==> config.mk <==
export PLATFORM = sky130hd
export DESIGN_NAME = th_combine
export DESIGN_NICKNAME = d
export VERILOG_FILES = /design/src/sv/th_pkg.sv /design/src/sv/th_combine.sv
export SDC_FILE = /design/constraint.sdc
export NUM_CORES = 1
export LEC_CHECK = 0
export ABC_AREA = 1
export BUFFER_PORTS_ARGS = -buffer_cell sky130_fd_sc_hd__buf_4
export CAP_MARGIN = 40
export CORE_MARGIN = 3
export CORE_UTILIZATION = 45
export CTS_CLUSTER_SIZE = 25
export DETAILED_ROUTE_END_ITERATION = 8
export GPL_ROUTABILITY_DRIVEN = 1
export PLACE_DENSITY = 0.72
export SETUP_SLACK_MARGIN = 0.1
export SYNTH_ARGS = -nofsm -noshare
export SYNTH_HDL_FRONTEND = slang
export SYNTH_SLANG_ARGS = --single-unit
==> constraint.sdc <==
create_clock -name clk -period 7.42 [get_ports clk]
set_clock_uncertainty 0.1 [all_clocks]
set_input_delay 1.113 -clock clk [delete_from_list [all_inputs] [get_ports clk]]
set_output_delay 1.113 -clock clk [all_outputs]
set_load 0.01 [all_outputs]
==> src/sv/th_pkg.sv <==
// Shared types and constants for the tabulation hash block.
// Depends on nothing; referred to by scoped names in all files but th_table_ram.
package th_pkg;

	localparam int NUM_TABLES  = 8;
	localparam int HASH_WIDTH  = 32;
	localparam int TABLE_DEPTH = 256;
	localparam int IDX_W       = $clog2(TABLE_DEPTH);
	localparam int SEL_W       = $clog2(NUM_TABLES);

	// Operation codes carried by the mode field.
	typedef enum logic [1:0] {
		MODE_LOAD = 2'd0,
		MODE_KEY  = 2'd1,
		MODE_BYTE = 2'd2
	} mode_t;

	typedef logic [HASH_WIDTH-1:0] word_t;
	typedef logic [NUM_TABLES-1:0][HASH_WIDTH-1:0] word_vec_t;

	// Control that travels with an item from the read stage into the combine stage.
	typedef struct packed {
		logic             is_key;
		logic             is_byte;
		logic             last;
		logic [SEL_W-1:0] byte_sel;
	} item_ctrl_t;

endpackage

==> src/sv/th_combine.sv <==
// Combine stage: XOR tree for keys, string accumulator, and the output register.
// Depends on th_pkg; fed with the registered read data of the eight table RAMs.
module th_combine (
	input  logic               clk,
	input  logic               arst_n,
	input  logic               accept,
	input  th_pkg::item_ctrl_t ctrl_in,
	input  th_pkg::word_vec_t  rdata,
	input  logic               out_stall,
	output logic               in_stall,
	output logic               out_valid,
	output th_pkg::word_t      hash
);

	logic               valid_s1;
	th_pkg::item_ctrl_t ctrl_s1;
	th_pkg::word_t      acc_q;
	logic               out_valid_q;
	th_pkg::word_t      hash_q;

	logic               out_ready;
	logic               has_result;
	logic               advance;
	th_pkg::word_t      key_hash;
	th_pkg::word_t      acc_next;

	// The stage moves on unless it holds a result that the output register cannot take.
	assign out_ready  = !out_valid_q || !out_stall;
	assign has_result = ctrl_s1.is_key || (ctrl_s1.is_byte && ctrl_s1.last);
	assign advance    = !valid_s1 || !has_result || out_ready;
	assign in_stall   = !advance;

	// XOR of the eight table words for a key.
	always_comb begin
		key_hash = '0;
		for (int i = 0; i < th_pkg::NUM_TABLES; i++) begin
			key_hash = key_hash ^ rdata[i];
		end
	end

	// A string byte folds the word of its selected table into the accumulator.
	assign acc_next = acc_q ^ rdata[ctrl_s1.byte_sel];

	// Stage valid and control.
	always_ff @(posedge clk or negedge arst_n) begin
		if (!arst_n) begin
			valid_s1 <= 1'b0;
		end else if (advance) begin
			valid_s1 <= accept;
		end
	end

	always_ff @(posedge clk) begin
		if (accept) begin
			ctrl_s1 <= ctrl_in;
		end
	end

	// String accumulator, cleared after the last byte of a string.
	always_ff @(posedge clk or negedge arst_n) begin
		if (!arst_n) begin
			acc_q <= '0;
		end else if (valid_s1 && ctrl_s1.is_byte && advance) begin
			acc_q <= ctrl_s1.last ? '0 : acc_next;
		end
	end

	// Output register.
	always_ff @(posedge clk or negedge arst_n) begin
		if (!arst_n) begin
			out_valid_q <= 1'b0;
		end else if (out_ready) begin
			out_valid_q <= valid_s1 && has_result;
		end
	end

	always_ff @(posedge clk) begin
		if (out_ready && valid_s1 && has_result) begin
			hash_q <= ctrl_s1.is_key ? key_hash : acc_next;
		end
	end

	assign out_valid = out_valid_q;
	assign hash      = hash_q;

endmodule

* Yosys cells after proc, flatten, opt, wreduce, memory -nomap -nowiden
Index checks and enable logic that the tools add are counted.
** Storage, ports and cells
- Register bits after elaboration :: 72
- Input bits :: 266
- Output and inout port bits :: 34
- Logic and storage cells :: 36
** Operators by class
- Magnitude comparators :: 1
- Mux-type cells :: 4
- Bitwise logic cells :: 8
- Reduce and logical (&&, ||, !) cells :: 15
** Operator list (count)
- $xor A32 B32 Y32 :: 8
- $bmux W32 S3 :: 1
- $mux W32 :: 3
- $logic_and A1 B1 Y1 :: 6
- $logic_not A1 Y1 :: 5
- $logic_or A1 B1 Y1 :: 4
- $lt A3 B4 Y1 const B :: 1

* Depth between registers and ports, before layout
- Depth in word-level cells :: 8
- Gate-level depth with buffers :: 11
- Gate-level depth less buffers :: 11

* Worst setup path after synthesis
Ideal clock, no wire load.
- Path type :: input -> register
- From :: input out_stall
- To :: register hash_q[0] (netlist: hash[0]) (enable)
- Library setup time :: 0.421 ns
- Arrival :: 2.587 ns
- Data required time :: 6.899 ns
- Setup slack :: 4.312 ns
- Cell stages on the path :: 3
- Path buffers :: 0
- Cells stage by stage :: nand2_1 > inv_1 > nor2_1
** Between the ends
- Cells in the longest elaborated chain, start to end :: 4
** RTL lines
- from (decl) :: RTL line th_combine.sv:9 : input logic out_stall,
- $logic_not A1 Y1 :: RTL line th_combine.sv:28 : assign out_ready = !out_valid_q || !out_stall;
- $logic_or A1 B1 Y1 :: RTL line th_combine.sv:28
- $logic_and A1 B1 Y1 (2 in a row) :: RTL line th_combine.sv:78 : if (out_ready && valid_s1 && has_result) begin
- to (signal assigned) :: RTL line th_combine.sv:79 : hash_q <= ctrl_s1.is_key ? key_hash : acc_next;
- to (decl) :: RTL line th_combine.sv:19 : th_pkg::word_t hash_q;
Every way passes these cells.
A chain may end at the register's enable or synchronous reset.

* Final worst setup path
- From :: input out_stall
- To :: output in_stall
** Between the ends
- Cells in the longest elaborated chain, start to end :: 4
** RTL lines
- $logic_not A1 Y1 :: RTL line th_combine.sv:28
- $logic_or A1 B1 Y1 :: RTL line th_combine.sv:28
- $logic_or A1 B1 Y1 :: RTL line th_combine.sv:30 : assign advance = !valid_s1 || !has_result || out_ready;
- $logic_not A1 Y1 :: RTL line th_combine.sv:31 : assign in_stall = !advance;
- to (decl) :: RTL line th_combine.sv:10 : output logic in_stall,
Every way passes these cells.

==> impl_metrics.yaml <==
floorplan:
  coreArea_mm2: 0.01978
  die-area_mm2: 0.02222
  num_rows: 51
  die_y_um: 149.1
  floorplan.initialDensity_pct: 46.57
  die_x_um: 149.1
  pin_count: 300
grt:
  gr-usage-all-layers_pct: 26.58
  grt_pass1_wl_mm: 48.19
  grt_max_degree: 91
  grt_remaining_overflow: 0
  grt_pass1_vias: 10232
  antenna_found_initial: 0
synthesis:
  syn_area_per_cell_um2: 5.213
  yosys_warnings: 0
  synth_area_leader_cell: "nand2_1"
  syn_inst: 1767
  synth.distinct_cells: 21
  synth_seq_area_share_pct: 21.62
  netlist_top_cells_area: "nand2_1, nand3_1, edfxtp_1, inv_1, dfrtp_1"
  synth_area_mm2: 0.009211
  synth_top_area_share_pct: 34.31
  syn_nets: 2033
  ys_ff_latch: 72
sta:
  post-route-period-util_pct: 38.94
  rsz0062_at_grt: "no"
  fin_ws_ns: 4.530
  timing.setup.tns_ns: 0
  hold_viol_final: 0
  slew_headroom_pct: 38.79
  max_freq_ghz: 0.3461
  holdWs_ns: 0.4033
  min_period_ns: 2.890
  worst_pin_slew_ns: 0.9182
  final-setup-viol-count: 0
  slew_violations: 0
layout:
  finalNetCount: 2294
  stdcell_count: 2298
  drive_above_1_share_pct: 16.08
  n_antenna_cell: 0
  area_growth_pct: 29.30
  layout_common_cells: "nand2_1, nand3_1, buf_4"
  final_common_cell: "nand2_1"
clock_tree:
  h-tree-depth: 3
  cts_root_buffer: "clkbuf_16"
  post_cts_resized: 0
  cts_hold_buf: 0
  clock-sinks: 72
  clkSlewWorstSetupHoldPaths_ns: 0.06
  cts_made_buffers: 9
  post_cts_buffers: 0
  clock_path_buffers: 2
  clk_latency_ns: 0.34
  cts_tree: "built"
place:
  hpwlAfterDp_mm: 22.81
  pre_cts_ws_ns: 4.346
  place_congestion: 0.8786
  dpl.cell_count: 2282
  port_buffers: 299
setup_path:
  crit_slowest_cell: "buf_4"
  slowest_delay_ns: 0.14
  worst-path-max-fanout: 2
  arrival_ns: 1.68
  startpoint_type: "primary input"
  crit_path_cell_trace: "buf_4 > nand2_1 > inv_1 > nand2_1 > inv_1 > buf_4"
  crit_buf_inv: 4
  cp-end-kind: "output port"
  path_class: "in -> out"
  worst_ep_required_time_ns: 6.21
  crit_family: "buffers and inverters"
detailed_routing:
  wl_per_cell_um: 13.16
  vias_per_cell: 4.946
  dr.pass1.iters: 5
  first_iter_violations: 637
  drt_wl_total_mm: 30.23
  dr_total_vias: 11366
  route.detailed.drc: 0
  detail-route-antenna-nets: 0
pwr:
  peakVddDrop_v: 0.0001272
  total_leakage_power_uw: 0.007346
  p_total_uw: 1756
  power_density_mw_per_mm2: 147.5
run:
  drv_cap: 0
hold_path:
  holdCritPathClass: "reg -> reg"
run_status:
  outcome: "finished, final reports clean"
tightest hold or removal path, stage by stage, from the launching register on:
cell     delay, ns
dfrtp_1       0.36
nand2_1       0.06
nand2_1       0.05
synth_stat cells (all sizes together):
cell / number
edfxtp: 38
nand3b: 13
o211ai: 17
dfrtp: 34
clkbuf: 20
nor2: 46
or2: 1
xnor2: 38
o21ai: 13
nand2: 843
buf: 40
inv: 302
nand3: 354
xor2: 7
a21oi: 1
where the power goes:
part | internal, uW | total (uW) | leakage, uW | switching, uW
Clock | 236 | 399 | 0.000128 | 163
Combinational | 338 | 805 | 0.00642 | 467
Sequential | 508 | 553 | 0.000800 | 44.4
Total | 1080 | 1760 | 0.00735 | 674
registers in the layout (all words and copies together), names as in the netlist:
signal,flops
ctrl_s1,6
out_valid,1
acc_q,32
hash,32
valid_s1,1
area by class of cell:
cell class / instances / area [um2]
clock buffers: 15 / 257.7
clock inverters: 1 / 5.005
fillers: 2002 / 7871
inverters: 302 / 1135
multi-input cells: 1333 / 5822
flip-flops and latches: 72 / 1992
well taps: 265 / 331.6
repair buffers: 310 / 2367
metal layers:
layer | GRT usage [%] | wire [um] | vias to the layer above
li1 | - | - | 5941
met1 | 34.51 | 13140 | 5025
met2 | 45.51 | 14030 | 360
met3 | 5.318 | 2536 | 40
met4 | 6.590 | 531 | 0
met5 | 0 | 0 | -
through the flow:
stage | area [um2] | util, %
finish | 11910 | 60.21
global placement | 11590 | 58.60
detailed placement | 11650 | 58.88
CTS | 11910 | 60.21
floorplan | 9211 | -
global route | 11910 | 60.21
path summary, 6_finish.rpt:
check	startpoint	endpoint	slack (ns)	cells after the start
max	out_stall	in_stall	4.53	6
min	acc_q[25]	acc_q[25]	0.40	2
max reg2reg	ctrl_s1[0]	hash[4]	4.59	9
min reg2reg	acc_q[25]	acc_q[25]	0.40	2
max in group asynchronous	arst_n	acc_q[10]	6.21	1
min in group asynchronous	arst_n	acc_q[9]	0.64	1
cells by family after synthesis:
kind of cell / Yosys count / synth area share, %
and+or+nand+nor: 1257 / 56.70
AOI/OAI and AO/OA: 31 / 2.146
buffers and inverters: 362 / 15.25
DFF: 72 / 21.62
xor gates and xnor gates: 45 / 4.279
Note: power is estimated with default switching activity, not from simulation.
